$ cat config.mk
export PLATFORM = sky130hd
export DESIGN_NAME = door_access_controller
export DESIGN_NICKNAME = d
export VERILOG_FILES = /design/src/rtl/dac_pkg.sv /design/src/rtl/door_access_controller.sv
export SDC_FILE = /design/constraint.sdc
export NUM_CORES = 1
export LEC_CHECK = 0
export BUFFER_PORTS_ARGS = -buffer_cell sky130_fd_sc_hd__buf_4
export CAP_MARGIN = 10
export CORE_AREA = 10 10 170 172
export CTS_CLUSTER_DIAMETER = 80
export CTS_CLUSTER_SIZE = 30
export DETAILED_ROUTE_END_ITERATION = 16
export DIE_AREA = 0 0 180 182
export MAX_ROUTING_LAYER = met4
export PLACE_DENSITY = 0.75
export REMOVE_ABC_BUFFERS = 1
export SYNTH_ARGS = -nofsm -noshare
export SYNTH_HDL_FRONTEND = slang
export SYNTH_SLANG_ARGS = --single-unit
$ cat constraint.sdc
create_clock -name clk_i -period 12 [get_ports clk_i]
set_input_delay 0.6 -clock clk_i [delete_from_list [all_inputs] [get_ports clk_i]]
set_output_delay 0.6 -clock clk_i [all_outputs]
set_load 0.05 [all_outputs]
$ cat src/rtl/dac_pkg.sv
package dac_pkg;

  // Width of the elapsed-time counter; it saturates at all ones.
  localparam int unsigned TimerBits = 16;
  // Width used to compare the timer with a 16-bit limit.
  localparam int unsigned CfgW      = 16;
  localparam int unsigned CmpW      = (TimerBits > CfgW) ? TimerBits : CfgW;

  // Field widths.
  localparam int unsigned OpW     = 4;
  localparam int unsigned IdW     = 8;
  localparam int unsigned PoseW   = 3;
  localparam int unsigned ModeW   = 3;
  localparam int unsigned ScreenW = 4;
  localparam int unsigned ArgW    = 8;
  localparam int unsigned SoundW  = 4;
  localparam int unsigned CmdW    = 2;
  localparam int unsigned CfgIdxW = 3;
  localparam int unsigned InDataW  = 16;
  localparam int unsigned OutDataW = 24;

  // Hold-second counters.
  localparam int unsigned MsW          = 10;
  localparam int unsigned SecW         = 7;
  localparam logic [MsW-1:0] MsPerSecond = MsW'(1000);
  localparam logic [SecW-1:0] SecMax     = '1;

  // Operation codes of the input item.
  localparam logic [OpW-1:0] OpTick       = 4'd0;
  localparam logic [OpW-1:0] OpExit       = 4'd1;
  localparam logic [OpW-1:0] OpEnroll     = 4'd2;
  localparam logic [OpW-1:0] OpDelPress   = 4'd3;
  localparam logic [OpW-1:0] OpDelRelease = 4'd4;
  localparam logic [OpW-1:0] OpOpen       = 4'd5;
  localparam logic [OpW-1:0] OpDenied     = 4'd6;
  localparam logic [OpW-1:0] OpEnrolled   = 4'd7;
  localparam logic [OpW-1:0] OpDeleted    = 4'd8;
  localparam logic [OpW-1:0] OpReady      = 4'd9;
  localparam logic [OpW-1:0] OpPose       = 4'd10;

  // Modes.
  localparam logic [ModeW-1:0] ModeIdle      = 3'd0;
  localparam logic [ModeW-1:0] ModeUnlocked  = 3'd1;
  localparam logic [ModeW-1:0] ModeEnrolling = 3'd2;
  localparam logic [ModeW-1:0] ModeHold      = 3'd3;
  localparam logic [ModeW-1:0] ModeDeleting  = 3'd4;
  localparam logic [ModeW-1:0] ModeDenied    = 3'd5;

  // Screens.
  localparam logic [ScreenW-1:0] ScrNone       = 4'd0;
  localparam logic [ScreenW-1:0] ScrReady      = 4'd1;
  localparam logic [ScreenW-1:0] ScrOpenFace   = 4'd2;
  localparam logic [ScreenW-1:0] ScrOpenExit   = 4'd3;
  localparam logic [ScreenW-1:0] ScrDenied     = 4'd4;
  localparam logic [ScreenW-1:0] ScrEnrolling  = 4'd5;
  localparam logic [ScreenW-1:0] ScrPose       = 4'd6;
  localparam logic [ScreenW-1:0] ScrEnrolled   = 4'd7;
  localparam logic [ScreenW-1:0] ScrDeleted    = 4'd8;
  localparam logic [ScreenW-1:0] ScrHold       = 4'd9;
  localparam logic [ScreenW-1:0] ScrDeleting   = 4'd10;

  // Sounds.
  localparam logic [SoundW-1:0] SndNone     = 4'd0;
  localparam logic [SoundW-1:0] SndOpen     = 4'd1;
  localparam logic [SoundW-1:0] SndDenied   = 4'd2;
  localparam logic [SoundW-1:0] SndLook     = 4'd3;
  localparam logic [SoundW-1:0] SndEnrolled = 4'd4;
  localparam logic [SoundW-1:0] SndDeleted  = 4'd5;

  // Link commands.
  localparam logic [CmdW-1:0] CmdNone   = 2'd0;
  localparam logic [CmdW-1:0] CmdEnroll = 2'd1;
  localparam logic [CmdW-1:0] CmdDelAll = 2'd2;
  localparam logic [CmdW-1:0] CmdCancel = 2'd3;

  // Register indexes.
  localparam logic [CfgIdxW-1:0] RegRelayOpen  = 3'd0;
  localparam logic [CfgIdxW-1:0] RegDelHold    = 3'd1;
  localparam logic [CfgIdxW-1:0] RegDenied     = 3'd2;
  localparam logic [CfgIdxW-1:0] RegEnrollTo   = 3'd3;
  localparam logic [CfgIdxW-1:0] RegDelGuard   = 3'd4;
  localparam logic [CfgIdxW-1:0] RegDebounce   = 3'd5;

  // Reset values of the registers.
  localparam logic [CfgW-1:0] RelayOpenRst = 16'd3000;
  localparam logic [CfgW-1:0] DelHoldRst   = 16'd3000;
  localparam logic [CfgW-1:0] DeniedRst    = 16'd2500;
  localparam logic [CfgW-1:0] EnrollToRst  = 16'd15000;
  localparam logic [CfgW-1:0] DelGuardRst  = 16'd10000;
  localparam logic [CfgW-1:0] DebounceRst  = 16'd200;

  // Button slots of the debouncers.
  localparam int unsigned NumButtons = 3;
  localparam int unsigned BtnExit    = 0;
  localparam int unsigned BtnEnroll  = 1;
  localparam int unsigned BtnDelete  = 2;

  typedef struct packed {
    logic [CfgW-1:0] open_time;
    logic [CfgW-1:0] del_hold;
    logic [CfgW-1:0] denied;
    logic [CfgW-1:0] enroll_to;
    logic [CfgW-1:0] del_guard;
  } limits_t;

  // Working state and raised outputs while one request is handled.
  typedef struct packed {
    logic [ModeW-1:0]     mode;
    logic                 relay;
    logic [TimerBits-1:0] elapsed;
    logic [ScreenW-1:0]   screen;
    logic [ArgW-1:0]      arg;
    logic [SoundW-1:0]    sound;
    logic [CmdW-1:0]      cmd;
    logic                 hold_ended;
  } ctx_t;

endpackage

$ cat src/rtl/door_access_controller.sv
// Door access controller. Every request on the slave stream (a 1 ms tick, a
// button press or release, or a recognizer message) yields exactly one result
// on the master stream with the mode, the relay and the screen, sound and
// link command raised by it. One request is taken per clock cycle: the whole
// update is one pass of logic between the state registers and the result
// register, and a new request is taken while the previous result waits as
// long as the master side takes it in the same cycle. Configuration writes
// are taken at any time (ready is always high) and are meant to be made
// while the block is idle; a write to an index above 5 is ignored.
module door_access_controller (
  input  logic                          clk_i,
  input  logic                          rst_ni,
  // Slave stream, tdata from bit 0: op[3:0], face_id[11:4], pose_step[14:12].
  input  logic                          s_axis_tvalid,
  output logic                          s_axis_tready,
  input  logic [dac_pkg::InDataW-1:0]   s_axis_tdata,
  // Master stream, tdata from bit 0: door_relay[0], mode[3:1], screen[7:4],
  // screen_arg[15:8], sound[19:16], command[21:20].
  output logic                          m_axis_tvalid,
  input  logic                          m_axis_tready,
  output logic [dac_pkg::OutDataW-1:0]  m_axis_tdata,
  // Configuration write channel.
  input  logic                          cfg_valid_i,
  output logic                          cfg_ready_o,
  input  logic [dac_pkg::CfgIdxW-1:0]   cfg_index_i,
  input  logic [dac_pkg::CfgW-1:0]      cfg_data_i
);
  import dac_pkg::*;

  localparam logic [TimerBits-1:0] TimerMax = '1;

  // Configuration registers.
  limits_t         lim_q;
  logic [CfgW-1:0] debounce_q;

  // Block state.
  logic [ModeW-1:0]     mode_q, mode_d;
  logic                 relay_q, relay_d;
  logic [TimerBits-1:0] elapsed_q, elapsed_d;
  logic [MsW-1:0]       ms_q, ms_d;
  logic [SecW-1:0]      sec_q, sec_d;
  logic [CfgW-1:0]      deb_q [NumButtons];
  logic [CfgW-1:0]      deb_d [NumButtons];
  logic                 pend_exit_q, pend_exit_d;
  logic                 pend_enroll_q, pend_enroll_d;

  // Result register.
  logic                m_valid_q;
  logic [OutDataW-1:0] m_data_q, m_data_d;

  logic in_accept;
  logic [OpW-1:0]   op;
  logic [IdW-1:0]   face_id;
  logic [PoseW-1:0] pose_step;
  ctx_t             ctx;

  assign op        = s_axis_tdata[OpW-1:0];
  assign face_id   = s_axis_tdata[OpW+IdW-1:OpW];
  assign pose_step = s_axis_tdata[OpW+IdW+PoseW-1:OpW+IdW];

  assign s_axis_tready = !m_valid_q || m_axis_tready;
  assign in_accept     = s_axis_tvalid && s_axis_tready;
  assign m_axis_tvalid = m_valid_q;
  assign m_axis_tdata  = m_data_q;
  assign cfg_ready_o   = 1'b1;

  function automatic logic reached(logic [TimerBits-1:0] el, logic [CfgW-1:0] lim);
    reached = CmpW'(el) >= CmpW'(lim);
  endfunction

  function automatic ctx_t show(ctx_t c, logic [ScreenW-1:0] scr, logic [ArgW-1:0] arg);
    ctx_t r;
    r        = c;
    r.screen = scr;
    r.arg    = arg;
    return r;
  endfunction

  function automatic ctx_t unlock(ctx_t c, logic by_exit, logic [IdW-1:0] id);
    ctx_t r;
    r         = c;
    r.relay   = 1'b1;
    r.mode    = ModeUnlocked;
    r.elapsed = '0;
    r         = by_exit ? show(r, ScrOpenExit, '0) : show(r, ScrOpenFace, id);
    r.sound   = SndOpen;
    return r;
  endfunction

  function automatic ctx_t press_exit(ctx_t c);
    ctx_t r;
    r = c;
    if (c.mode == ModeUnlocked) begin
      r.elapsed = '0;
    end else begin
      r = unlock(c, 1'b1, '0);
    end
    return r;
  endfunction

  function automatic ctx_t press_enroll(ctx_t c);
    ctx_t r;
    r = c;
    if (c.mode == ModeIdle) begin
      r.mode    = ModeEnrolling;
      r.elapsed = '0;
      r.cmd     = CmdEnroll;
      r         = show(r, ScrEnrolling, '0);
      r.sound   = SndLook;
    end
    return r;
  endfunction

  // Timeout checks of the current mode, the end of the hold first.
  function automatic ctx_t settle(ctx_t c, limits_t lim);
    ctx_t r;
    r = c;
    if (r.mode == ModeHold && reached(r.elapsed, lim.del_hold)) begin
      r            = show(r, ScrDeleting, '0);
      r.cmd        = CmdDelAll;
      r.mode       = ModeDeleting;
      r.elapsed    = '0;
      r.hold_ended = 1'b1;
    end
    unique case (r.mode)
      ModeUnlocked: begin
        if (reached(r.elapsed, lim.open_time)) begin
          r.relay = 1'b0;
          r.mode  = ModeIdle;
          r       = show(r, ScrReady, '0);
        end
      end
      ModeDenied: begin
        if (reached(r.elapsed, lim.denied)) begin
          r.mode = ModeIdle;
          r      = show(r, ScrReady, '0);
        end
      end
      ModeEnrolling: begin
        if (reached(r.elapsed, lim.enroll_to)) begin
          r.mode = ModeIdle;
          r.cmd  = CmdCancel;
          r      = show(r, ScrReady, '0);
        end
      end
      ModeDeleting: begin
        if (reached(r.elapsed, lim.del_guard)) begin
          r.mode = ModeIdle;
          r      = show(r, ScrReady, '0);
        end
      end
      default: begin
      end
    endcase
    return r;
  endfunction

  // Next state and result of one request.
  always_comb begin
    logic             holding;
    logic [ArgW-1:0]  res_arg;
    holding        = (mode_q == ModeHold);
    ctx.mode       = mode_q;
    ctx.relay      = relay_q;
    ctx.elapsed    = elapsed_q;
    ctx.screen     = ScrNone;
    ctx.arg        = '0;
    ctx.sound      = SndNone;
    ctx.cmd        = CmdNone;
    ctx.hold_ended = 1'b0;
    ms_d           = ms_q;
    sec_d          = sec_q;
    pend_exit_d    = pend_exit_q;
    pend_enroll_d  = pend_enroll_q;
    for (int b = 0; b < NumButtons; b++) begin
      deb_d[b] = deb_q[b];
    end

    unique case (op)
      OpTick: begin
        for (int b = 0; b < NumButtons; b++) begin
          if (deb_q[b] != '0) deb_d[b] = deb_q[b] - CfgW'(1);
        end
        if (elapsed_q != TimerMax) ctx.elapsed = elapsed_q + TimerBits'(1);
        if (holding) begin
          if (ms_q + MsW'(1) >= MsPerSecond) begin
            ms_d = '0;
            if (sec_q != SecMax) sec_d = sec_q + SecW'(1);
            ctx  = show(ctx, ScrHold, ArgW'(sec_d));
          end else begin
            ms_d = ms_q + MsW'(1);
          end
        end
      end
      OpExit: begin
        if (deb_q[BtnExit] == '0) begin
          deb_d[BtnExit] = debounce_q;
          if (holding) pend_exit_d = 1'b1;
          else ctx = press_exit(ctx);
        end
      end
      OpEnroll: begin
        if (deb_q[BtnEnroll] == '0) begin
          deb_d[BtnEnroll] = debounce_q;
          if (holding) pend_enroll_d = 1'b1;
          else ctx = press_enroll(ctx);
        end
      end
      OpDelPress: begin
        if (deb_q[BtnDelete] == '0) begin
          deb_d[BtnDelete] = debounce_q;
          if (mode_q == ModeIdle) begin
            ctx.mode      = ModeHold;
            ctx.elapsed   = '0;
            ms_d          = '0;
            sec_d         = '0;
            pend_exit_d   = 1'b0;
            pend_enroll_d = 1'b0;
            ctx           = show(ctx, ScrHold, '0);
          end
        end
      end
      OpDelRelease: begin
        if (holding) begin
          ctx.mode       = ModeIdle;
          ctx            = show(ctx, ScrReady, '0);
          ctx.hold_ended = 1'b1;
        end
      end
      default: begin
        // Recognizer messages; all of them are ignored during the hold.
        if (!holding) begin
          priority if (op == OpOpen) begin
            ctx = unlock(ctx, 1'b0, face_id);
          end else if (op == OpDenied) begin
            if (mode_q == ModeIdle) begin
              ctx.mode    = ModeDenied;
              ctx.elapsed = '0;
              ctx         = show(ctx, ScrDenied, '0);
              ctx.sound   = SndDenied;
            end
          end else if (op == OpEnrolled) begin
            ctx.mode    = ModeIdle;
            ctx.elapsed = '0;
            ctx         = show(ctx, ScrEnrolled, face_id);
            ctx.sound   = SndEnrolled;
          end else if (op == OpDeleted) begin
            ctx.mode    = ModeIdle;
            ctx.elapsed = '0;
            ctx         = show(ctx, ScrDeleted, '0);
            ctx.sound   = SndDeleted;
          end else if (op == OpReady) begin
            ctx.mode = ModeIdle;
            ctx      = show(ctx, ScrReady, '0);
          end else if (op == OpPose) begin
            if (pose_step >= PoseW'(1) && pose_step <= PoseW'(5)) begin
              ctx.elapsed = '0;
              ctx         = show(ctx, ScrPose, ArgW'(pose_step));
              ctx.sound   = SndDeleted + SoundW'(pose_step);
            end
          end else begin
          end
        end
      end
    endcase

    ctx = settle(ctx, lim_q);

    // Presses latched during the hold are applied once it ends, exit first.
    if (ctx.hold_ended) begin
      if (pend_exit_d) ctx = press_exit(ctx);
      if (pend_enroll_d) ctx = press_enroll(ctx);
      pend_exit_d   = 1'b0;
      pend_enroll_d = 1'b0;
      ctx = settle(ctx, lim_q);
    end

    mode_d    = ctx.mode;
    relay_d   = ctx.relay;
    elapsed_d = ctx.elapsed;
    res_arg   = (ctx.screen == ScrNone) ? '0 : ctx.arg;
    m_data_d  = {2'b00, ctx.cmd, ctx.sound, res_arg, ctx.screen, ctx.mode, ctx.relay};
  end

  // Configuration registers.
  always_ff @(posedge clk_i or negedge rst_ni) begin
    if (!rst_ni) begin
      lim_q.open_time <= RelayOpenRst;
      lim_q.del_hold  <= DelHoldRst;
      lim_q.denied    <= DeniedRst;
      lim_q.enroll_to <= EnrollToRst;
      lim_q.del_guard <= DelGuardRst;
      debounce_q      <= DebounceRst;
    end else if (cfg_valid_i && cfg_ready_o) begin
      unique case (cfg_index_i)
        RegRelayOpen: lim_q.open_time <= cfg_data_i;
        RegDelHold:   lim_q.del_hold  <= cfg_data_i;
        RegDenied:    lim_q.denied    <= cfg_data_i;
        RegEnrollTo:  lim_q.enroll_to <= cfg_data_i;
        RegDelGuard:  lim_q.del_guard <= cfg_data_i;
        RegDebounce:  debounce_q      <= cfg_data_i;
        default: begin
        end
      endcase
    end
  end

  // State update on each accepted request.
  always_ff @(posedge clk_i or negedge rst_ni) begin
    if (!rst_ni) begin
      mode_q        <= ModeIdle;
      relay_q       <= 1'b0;
      elapsed_q     <= '0;
      ms_q          <= '0;
      sec_q         <= '0;
      pend_exit_q   <= 1'b0;
      pend_enroll_q <= 1'b0;
      for (int b = 0; b < NumButtons; b++) begin
        deb_q[b] <= '0;
      end
    end else if (in_accept) begin
      mode_q        <= mode_d;
      relay_q       <= relay_d;
      elapsed_q     <= elapsed_d;
      ms_q          <= ms_d;
      sec_q         <= sec_d;
      pend_exit_q   <= pend_exit_d;
      pend_enroll_q <= pend_enroll_d;
      for (int b = 0; b < NumButtons; b++) begin
        deb_q[b] <= deb_d[b];
      end
    end
  end

  // Result register valid flag.
  always_ff @(posedge clk_i or negedge rst_ni) begin
    if (!rst_ni) begin
      m_valid_q <= 1'b0;
    end else if (in_accept) begin
      m_valid_q <= 1'b1;
    end else if (m_axis_tready) begin
      m_valid_q <= 1'b0;
    end
  end

  // Result payload.
  always_ff @(posedge clk_i) begin
    if (in_accept) begin
      m_data_q <= m_data_d;
    end
  end

endmodule

==> reports/results.ini, run 1 <==
[floorplan]
io_pins = 67
dieHeight_um = 182
initial_utilization = 0.587
dieWidth_um = 180
placeableCoreArea_um2 = 25600
row_count = 59
die_area_um2 = 32800

[flow_run]
maxCapViolCount = 0

[worst_setup_path]
worstSetupPathType = flip-flop to flip-flop
crit_arrival_ps = 11700
cp-end-kind = flip-flop
cpPeakStageDelay_ps = 620
slowest_stage = or4_1
critPathLaunchType = flip-flop
critPathMaxFanout = 10
worstPathRequired_ps = 12260
path_common_cell = buf_4

[routing]
wl_per_cell_um = 19.1
drt-pass1-iter-count = 6
antenna_left = 0
drt-initial-drc-count = 1315
drt-vias-per-instance = 6.15
totalWireLength_mm = 42.2
vias = 13600
drcViolationCount = 0

[sta]
worst_slew_pin_slew_ps = 1070
drv_slew = 0
post-route-period-util = 0.953
rsz0062_at_grt = no
finalHoldViolCount = 0
period_needed_ps = 11430
fin_skew_ps = 38.1
fin_tns_setup_ps = 0
setup_viol = 0
max_freq_ghz = 0.0875
slew_headroom = 0.285

[cells_and_area]
finalNetCount = 2073
syn_to_final_growth_pct = 13.8
drive_gt1_frac = 0.185
antennaDiodeCount = 0

[grt]
grt_start_max_net_pins = 120
antenna_found_initial = 0
grtUsageTotal = 0.256
grt_pass1_vias = 13000
overflow = 0
grt_pass1_wl_mm = 68.0

[clock_tree]
tritoncts = done
worstSkewPairLatency_ps = 520
cts_num_sinks = 206
clockRootBuffer = clkbuf_16
cts_buffer_depth = 3
path_clk_slew_ps = 100
htree_levels = 1
cts_buffers = 15

[logic_synthesis]
synth_cells = 1747
synth.yosys.seq_area_share = 0.353
syn_area_per_cell_um2 = 8.61
synth-edff-count = 22
synth.distinct_cells = 91
ys_ff_latch = 206
async_flop_share = 0.893
netlist_area_um2 = 15000
ys_warn_count = 0
synthFlopType = dfrtp_1

[power_and_ir_drop]
ir_drop_uv = 162
power_leakage_nw = 7.83
power.density_nw_per_um2 = 158
total_power_mw = 2.71

[outcome]
status = finished clean

[min_path]
hold_path_class = primary input to async pin

[placed_design]
hpwl_mm = 32.1
io_buffers = 62
routabilityCongestion = 0.995

[cells by family (layout without fill, tap and decap cells)]
kind of cell	Yosys count	count (layout)	share of synthesized area
compound gates	534	535	0.222
xor+xnor	9	9	0.00524
fa+ha+maj	172	172	0.143
buf+inv	187	308	0.0499
flops	206	206	0.353
mux	43	43	0.0320
other cells	2	3	0.000500
simple gates	594	594	0.194
[layer usage]
layer  GRT usage  vias to the layer above  share of wire
met5           -                        -              0
met4      0.0724                        0          0.032
met3      0.0274                      103          0.050
met2       0.433                      414           0.48
met1       0.319                     6453           0.43
li1            -                     6582              -
[cell type report]
| type | instances | area, µm² |
|---|---|---|
| Clock inverter | 11 | 160 |
| Inverter | 111 | 417 |
| Multi-Input combinational cell | 1356 | 9130 |
| Timing Repair Buffer | 171 | 1300 |
| Sequential cell | 206 | 5310 |
| Clock buffer | 15 | 375 |
| Tap cell | 335 | 419 |
| Fill cell | 2119 | 8510 |
[sequential cells by signal, summed over array words and instances, names as in the netlist]
register	count
lim_q	80
deb_q	48
m_axis_tdata	22
debounce_q	16
elapsed_q	16
ms_q	10
sec_q	7
mode_q	3
m_axis_tvalid	1
pend_enroll_q	1
pend_exit_q	1
relay_q	1
[cells in the mapped netlist (6+ instances only)]
cell,count,share of area
nand2_1,172,0.043
and2_1,6,0.0025
and3_1,15,0.0062
nor3b_1,7,0.0035
nand2b_1,23,0.0096
o211ai_1,14,0.0070
nor3_1,45,0.015
nand4_1,26,0.011
nand3b_1,7,0.0035
inv_1,109,0.027
nor2_1,169,0.042
ha_1,172,0.14
mux2_2,41,0.031
buf_2,8,0.0027
o21ai_0,201,0.067
o22ai_1,13,0.0054
o31ai_1,15,0.0075
edfxtp_1,22,0.044
nor4_1,17,0.0071
o21a_1,15,0.0075
a22oi_1,21,0.010
a211oi_2,6,0.0050
clkbuf_1,57,0.014
or3_1,11,0.0046
a211oi_1,15,0.0075
nor4_2,6,0.0050
a31oi_1,16,0.0067
dfstp_2,34,0.059
nand3_1,44,0.015
a21oi_1,124,0.041
nor2b_1,9,0.0037
a21o_1,25,0.012
dfrtp_1,150,0.25
[where the power goes]
group,internal (mW),switching [mW]
logic,0.480,0.673
registers,0.864,0.127
clock network,0.255,0.306
total,1.60,1.11
[placed cells by master (no fill, tap or decap), drive strengths merged, types with 21 or more instances in the layout]
| cell type | Yosys | final |
|---|---|---|
| ha | 172 | 172 |
| dfrtp | 150 | 150 |
| dfstp | 34 | 34 |
| a21oi | 128 | 129 |
| buf | 18 | 170 |
| a211oi | 21 | 21 |
| edfxtp | 22 | 22 |
| o21ai | 206 | 206 |
| nand4 | 28 | 28 |
| nor2 | 171 | 171 |
| nor3 | 48 | 48 |
| nor4 | 23 | 23 |
| mux2 | 41 | 41 |
| inv | 111 | 116 |
| a21o | 25 | 25 |
| nand2 | 172 | 172 |
| nand2b | 23 | 23 |
| nand3 | 44 | 44 |
| a22oi | 21 | 21 |
[per-stage QoR]
step                area (µm²)  hold WS, ps  cells   util  setup WS, ps
global placement         16400          467   2177  0.642           215
floorplan                14700          304   1672      -          1130
finish                   17100          188   2205  0.668           566
global route             17100          284   2205  0.668          31.4
CTS                      17000          262   2203  0.663           137
detailed placement       16400          477   2177  0.642          -141
[critical path: cells and delay by family (launching register included)]
| kind | cells | cell delay [ps] |
|---|---|---|
| flops | 1 | 400 |
| buf+inv | 10 | 1520 |
| simple gates | 17 | 3370 |
| mux | 1 | 80 |
| compound gates | 23 | 4660 |
| fa+ha+maj | 4 | 1070 |
[final timing paths]
| path | depth (start not counted) | end | from | slack, ps |
|---|---|---|---|---|
| worst max-delay path | 55 | m_axis_tdata[2] | deb_q[28] | 570 |
| worst min-delay path | 1 | deb_q[28] | rst_ni | 190 |
| worst max register to register | 55 | m_axis_tdata[2] | deb_q[28] | 570 |
| worst min register to register | 2 | pend_enroll_q | pend_enroll_q | 500 |
| max in group asynchronous | 2 | lim_q[5] | rst_ni | 10290 |
| min in group clk_i | 2 | m_axis_tvalid | s_axis_tvalid | 280 |
[repair_timing]
| item | in CTS | in global routing |
|---|---|---|
| setup endpoints to repair | 10 | 13 |
| gates cloned | 0 | 1 |
| hold buffers | 0 | 0 |
| setup buffers | 0 | 1 |
| pin swaps | 0 | 5 |
| gates resized for setup | 2 | 25 |
Power figures use the tool's default switching activity.
==> run 2, diff against run 1 <==
- CORE_AREA: 10 10 170 172 -> 2 2 162 164
- DIE_AREA: 0 0 180 182 -> 0 0 164 166
- PLACE_DENSITY: 0.75 -> 0.82
==> run 2 against run 1 <==
Combinational power about the same. Largest cell class unchanged. Cell count down 0.86%. Register-to-register slack better by 30 ps. Die area fell by 17%.
==> reports/results.ini, run 2 (same netlist as run 1, synthesis figures left out) <==
[cells_and_area]
final_common_cell = o21ai_0  ; unchanged
most-common-layout-cells = o21ai_0, nand2_1, ha_1  ; unchanged
drive_gt1_frac = 0.176  ; was 0.185
register_area_um2 = 5310  ; unchanged
antennaDiodeCount = 0  ; unchanged
largest_reg_flops = 80  ; unchanged
nFillCells = 2127  ; was 2,119
finalNetCount = 2054  ; was 2,073
multiInputGateArea_um2 = 9110  ; was 9130 µm²
syn_to_final_growth_pct = 12.3  ; was 13.8%
largest-register = lim_q  ; unchanged

[sta]
slew_headroom = 0.311  ; was 0.285
holdWs_ps = 44.7  ; was 188 ps
max_freq_ghz = 0.0877  ; was 0.0875 GHz
finalHoldViolCount = 0  ; unchanged
fin_tns_setup_ps = 0  ; unchanged
fin_skew_ps = 46.0  ; was 38.1 ps
post-route-period-util = 0.950  ; was 0.953
drv_slew = 0  ; unchanged
worst_slew_pin_slew_ps = 1030  ; was 1070 ps
setup_viol = 0  ; unchanged
period_needed_ps = 11400  ; was 11,430 ps

[placed_design]
io_buffers = 62  ; unchanged
hpwl_mm = 31.8  ; was 32.1 mm
routabilityCongestion = 1.00  ; was 0.995

[floorplan]
die_area_um2 = 27200  ; was 32,800 µm²
initial_utilization = 0.587  ; unchanged
dieHeight_um = 166  ; was 182 µm
dieWidth_um = 164  ; was 180 µm
row_count = 59  ; unchanged
placeableCoreArea_um2 = 25600  ; unchanged
io_pins = 67  ; unchanged

[worst_setup_path]
cp-end-kind = flip-flop  ; unchanged
crit_arrival_ps = 11680  ; was 11,700 ps
critPathMaxFanout = 12  ; was 10
worstPathRequired_ps = 12280  ; was 12,260 ps
worstSetupPathType = flip-flop to flip-flop  ; unchanged
critPathLaunchType = flip-flop  ; unchanged
startpoint = deb_q[22]  ; was deb_q[28]
slowest_stage = or4_4  ; was or4_1
reg2reg_from = deb_q[22]  ; was deb_q[28]
cpPeakStageDelay_ps = 550  ; was 620 ps

[routing]
drt-pass1-iter-count = 6  ; unchanged
wl_per_cell_um = 19.2  ; was 19.1 µm
vias = 13900  ; was 13,600
antenna_left = 0  ; unchanged
drt-initial-drc-count = 1298  ; was 1,315
drt-vias-per-instance = 6.34  ; was 6.15
totalWireLength_mm = 42.0  ; was 42.2 mm
drcViolationCount = 0  ; unchanged

[power_and_ir_drop]
power_leakage_nw = 7.70  ; was 7.83 nW
ir_drop_uv = 161  ; was 162 µV
power.density_nw_per_um2 = 159  ; was 158 nW/µm²

[grt]
overflow = 0  ; unchanged
grt_pass1_vias = 13300  ; was 13,000
grtUsageTotal = 0.317  ; was 0.256
grt_start_max_net_pins = 73  ; was 120
antenna_found_initial = 0  ; unchanged
grt_pass1_wl_mm = 67.9  ; was 68.0 mm

[min_path]
hold_path_class = primary input to async pin  ; unchanged

[clock_tree]
tritoncts = done  ; unchanged
htree_levels = 1  ; unchanged
cts_num_sinks = 206  ; unchanged
cts_buffers = 15  ; unchanged
path_clk_slew_ps = 100  ; about the same
cts_buffer_depth = 3  ; unchanged
ctsHoldBuffers = 0  ; unchanged
clockRootBuffer = clkbuf_16  ; unchanged
worstSkewPairLatency_ps = 520  ; about the same

[flow_run]
maxCapViolCount = 0  ; unchanged

[outcome]
status = finished clean  ; unchanged

run 2: what timing repair did:
| action | 4_1_cts | 5_1_grt |
|---|---|---|
| setup buffers | 0 | 2 |
| gates resized for setup | 0 | 27 |
| endpoints found under the hold margin | 0 | 0 |
| setup endpoints to repair | 0 | 13 |
run 2: through the flow:
step                      power [mW]  setup WS [ps]  area [µm²]  cells   util
after floorplan                 1.72           1130       14700   1672      -
after global placement          2.04            335       16300   2157  0.636
after detailed placement        2.10            225       16300   2157  0.636
after CTS                       2.64            141       16800   2183  0.655
after global routing            2.87          -56.4       16900   2186  0.659
final                           2.68            596       16900   2186  0.659
run 2: cell type report:
cell class / count / area share
Clock inverter: 10 / 0.00674
Inverter: 111 / 0.0247
Multi-Input combinational cell: 1356 / 0.539
Sequential cell: 206 / 0.314
Clock buffer: 16 / 0.0224
Tap cell: 335 / 0.0248
Timing Repair Buffer: 152 / 0.0678
run 2: routing by layer:
layer,GRT usage,part of all wire
met1,0.406,0.42
met4,0.112,0.040
met5,-,0
met2,0.525,0.48
met3,0.0317,0.061
run 2: path summary, 6_finish.rpt:
check	end	slack [ps]	cells after the start
worst max-delay path	m_axis_tdata[21]	600	52
worst min-delay path	deb_q[28]	40	1
worst max register to register	m_axis_tdata[21]	600	52
worst min register to register	pend_enroll_q	500	2
max in group asynchronous	lim_q[2]	9890	3
min in group clk_i	m_axis_tvalid	270	2
run 2: worst max-delay path, delay by kind of cell, from the launching register on:
kind | cells | cell delay [ps]
buffers and inverters | 7 | 1160
adders and majority gates | 4 | 1160
muxes | 1 | 130
DFF | 1 | 450
AOI/OAI and AO/OA | 23 | 4990
and+or+nand+nor | 17 | 3280
run 2: power breakdown:
part           internal, mW  total (mW)  switching [mW]  leakage, nW
Combinational         0.471        1.14           0.672         5.00
Clock                 0.248       0.541           0.292        0.236
Sequential            0.864       0.994           0.130         2.46
Total                  1.58        2.68            1.09         7.70
==> run 3, diff against run 2 <==
- CORE_AREA: 2 2 162 164 -> 2 2 186 188
- DIE_AREA: 0 0 164 166 -> 0 0 188 190
- PLACE_DENSITY: 0.82 -> 0.66
==> run 3 against run 2 <==
Via count is 3.1% lower. Clock power is 0.9% higher. Clock skew is 15 ps lower. Hold slack better by 170 ps. Design area is 1.6% higher. Die area is 31% higher. Global-route usage is 7.2 points lower. Critical path type unchanged. Critical endpoint unchanged.
==> reports/results.ini, run 3 (same netlist as run 1, synthesis figures left out) <==
[sta]
max_freq_ghz = 0.0878  ; was 0.0877 GHz
finalHoldViolCount = 0  ; unchanged
worst_slew_pin_slew_ps = 1080  ; was 1030 ps
fin_skew_ps = 31.1  ; was 46.0 ps
post-route-period-util = 0.949  ; was 0.950
holdWs_ps = 213  ; was 44.7 ps
setup_viol = 0  ; unchanged
slew_headroom = 0.282  ; was 0.311
period_needed_ps = 11390  ; was 11,400 ps
drv_slew = 0  ; unchanged

[routing]
totalWireLength_mm = 42.4  ; was 42.0 mm
drt-vias-per-instance = 5.80  ; was 6.34
drt-initial-drc-count = 904  ; was 1,298
wl_per_cell_um = 18.3  ; was 19.2 µm
antenna_left = 0  ; unchanged
drt-pass1-iter-count = 6  ; unchanged
drcViolationCount = 0  ; unchanged
vias = 13400  ; was 13,900

[cells_and_area]
syn_to_final_growth_pct = 14.1  ; was 12.3%
finalNonFillerCells = 2317  ; was 2,186
largest_reg_flops = 80  ; unchanged
register_area_um2 = 5310  ; unchanged
finalNetCount = 2066  ; was 2,054
largest-register = lim_q  ; unchanged
final_common_cell = o21ai_0  ; unchanged
multiInputGateArea_um2 = 9110  ; about the same
drive_gt1_frac = 0.181  ; was 0.176
nFillCells = 3204  ; was 2,127
most-common-layout-cells = o21ai_0, nand2_1, ha_1  ; unchanged
antennaDiodeCount = 0  ; unchanged

[clock_tree]
path_clk_slew_ps = 100  ; about the same
cts_setup_buffers = 0  ; unchanged
cts_resized = 0  ; unchanged
worstSkewPairLatency_ps = 500  ; was 520 ps
ctsHoldBuffers = 0  ; unchanged
clockRootBuffer = clkbuf_16  ; unchanged
cts_num_sinks = 206  ; unchanged
cts_buffer_depth = 3  ; unchanged
htree_levels = 1  ; unchanged
cts_buffers = 15  ; unchanged
tritoncts = done  ; unchanged

[grt]
grtUsageTotal = 0.245  ; was 0.317
grt_pass1_wl_mm = 68.6  ; was 67.9 mm
overflow = 0  ; unchanged
grt_pass1_vias = 12900  ; was 13,300
antenna_found_initial = 0  ; unchanged
grt_start_max_net_pins = 118  ; was 73

[power_and_ir_drop]
power_leakage_nw = 7.78  ; was 7.70 nW
power.density_nw_per_um2 = 157  ; was 159 nW/µm²
ir_drop_uv = 121  ; was 161 µV

[placed_design]
hpwl_mm = 32.3  ; was 31.8 mm
routabilityCongestion = 0.935  ; was 1.00
io_buffers = 62  ; unchanged
dp.cells = 2291  ; was 2,157

[worst_setup_path]
worstSetupPathType = flip-flop to flip-flop  ; unchanged
path_common_cell = buf_4
cp-end-kind = flip-flop  ; unchanged
critPathMaxFanout = 14  ; was 12
critPathLaunchType = flip-flop  ; unchanged
slowest_stage = or4_4  ; unchanged
crit_arrival_ps = 11640  ; was 11,680 ps
cpPeakStageDelay_ps = 560  ; was 550 ps
reg2reg_depth = 55  ; was 52
worstPathRequired_ps = 12260  ; was 12,280 ps

[floorplan]
placeableCoreArea_um2 = 33900  ; was 25,600 µm²
row_count = 68  ; was 59
initial_utilization = 0.443  ; was 0.587
dieWidth_um = 188  ; was 164 µm
dieHeight_um = 190  ; was 166 µm
die_area_um2 = 35700  ; was 27,200 µm²
io_pins = 67  ; unchanged

[min_path]
hold_path_class = primary input to async pin  ; unchanged

[flow_run]
maxCapViolCount = 0  ; unchanged

[outcome]
status = finished clean  ; unchanged

==> run 3: cell count changes in the layout (fill, tap and decap cells not counted), sizes merged <==
cell	previous run	this run
clkbuf	16	19
buf	152	163
clkinvlp	2	1
inv	116	114
clkinv	3	2
bufinv	0	1
==> run 3: worst max-delay path: cells and delay by family (launching register included) <==
kind	cells	cell delay, ps
flip-flops	1	410
buffers and inverters	10	1530
multiplexers	1	100
AO/OA/AOI/OAI	26	5290
adder cells (fa/ha/maj)	4	1150
AND/OR/NAND/NOR	14	2620
==> run 3: layer usage <==
layer	global-route usage	up-vias	wire, µm
li1	-	6558	-
met1	0.325	6467	19400
met2	0.412	335	20300
met3	0.0192	71	1770
met4	0.0521	0	985
met5	-	-	0
==> run 3: report_power, final <==
group	switching (mW)	internal, mW
Clock	0.274	0.272
Sequential	0.123	0.864
Combinational	0.669	0.485
==> run 3: final timing paths <==
path | start | endpoint | slack, ps
max | deb_q[24] | m_axis_tdata[21] | 610
min | rst_ni | deb_q[28] | 210
max reg2reg | deb_q[24] | m_axis_tdata[21] | 610
min reg2reg | pend_enroll_q | pend_enroll_q | 480
max in group asynchronous | rst_ni | elapsed_q[4] | 10210
min in group clk_i | s_axis_tvalid | m_axis_tvalid | 300
==> run 3: area by class of cell <==
type	count	area share
clock buffers	18	0.0237
clock inverters	7	0.00496
inverters	111	0.0243
multi-input cells	1356	0.531
flip-flops and latches	206	0.309
well taps	455	0.0332
repair buffers	164	0.0731
==> run 3: per-stage QoR <==
step	setup WS (ps)	utilization	area, µm²	TNS, ps	power [mW]
global placement	264	0.488	16600	0	2.08
CTS	117	0.502	17000	0	2.67
floorplan	1130	-	14700	0	1.72
detailed placement	188	0.488	16600	0	2.12
finish	613	0.505	17200	0	2.69
global route	-34.4	0.505	17200	-168	2.90
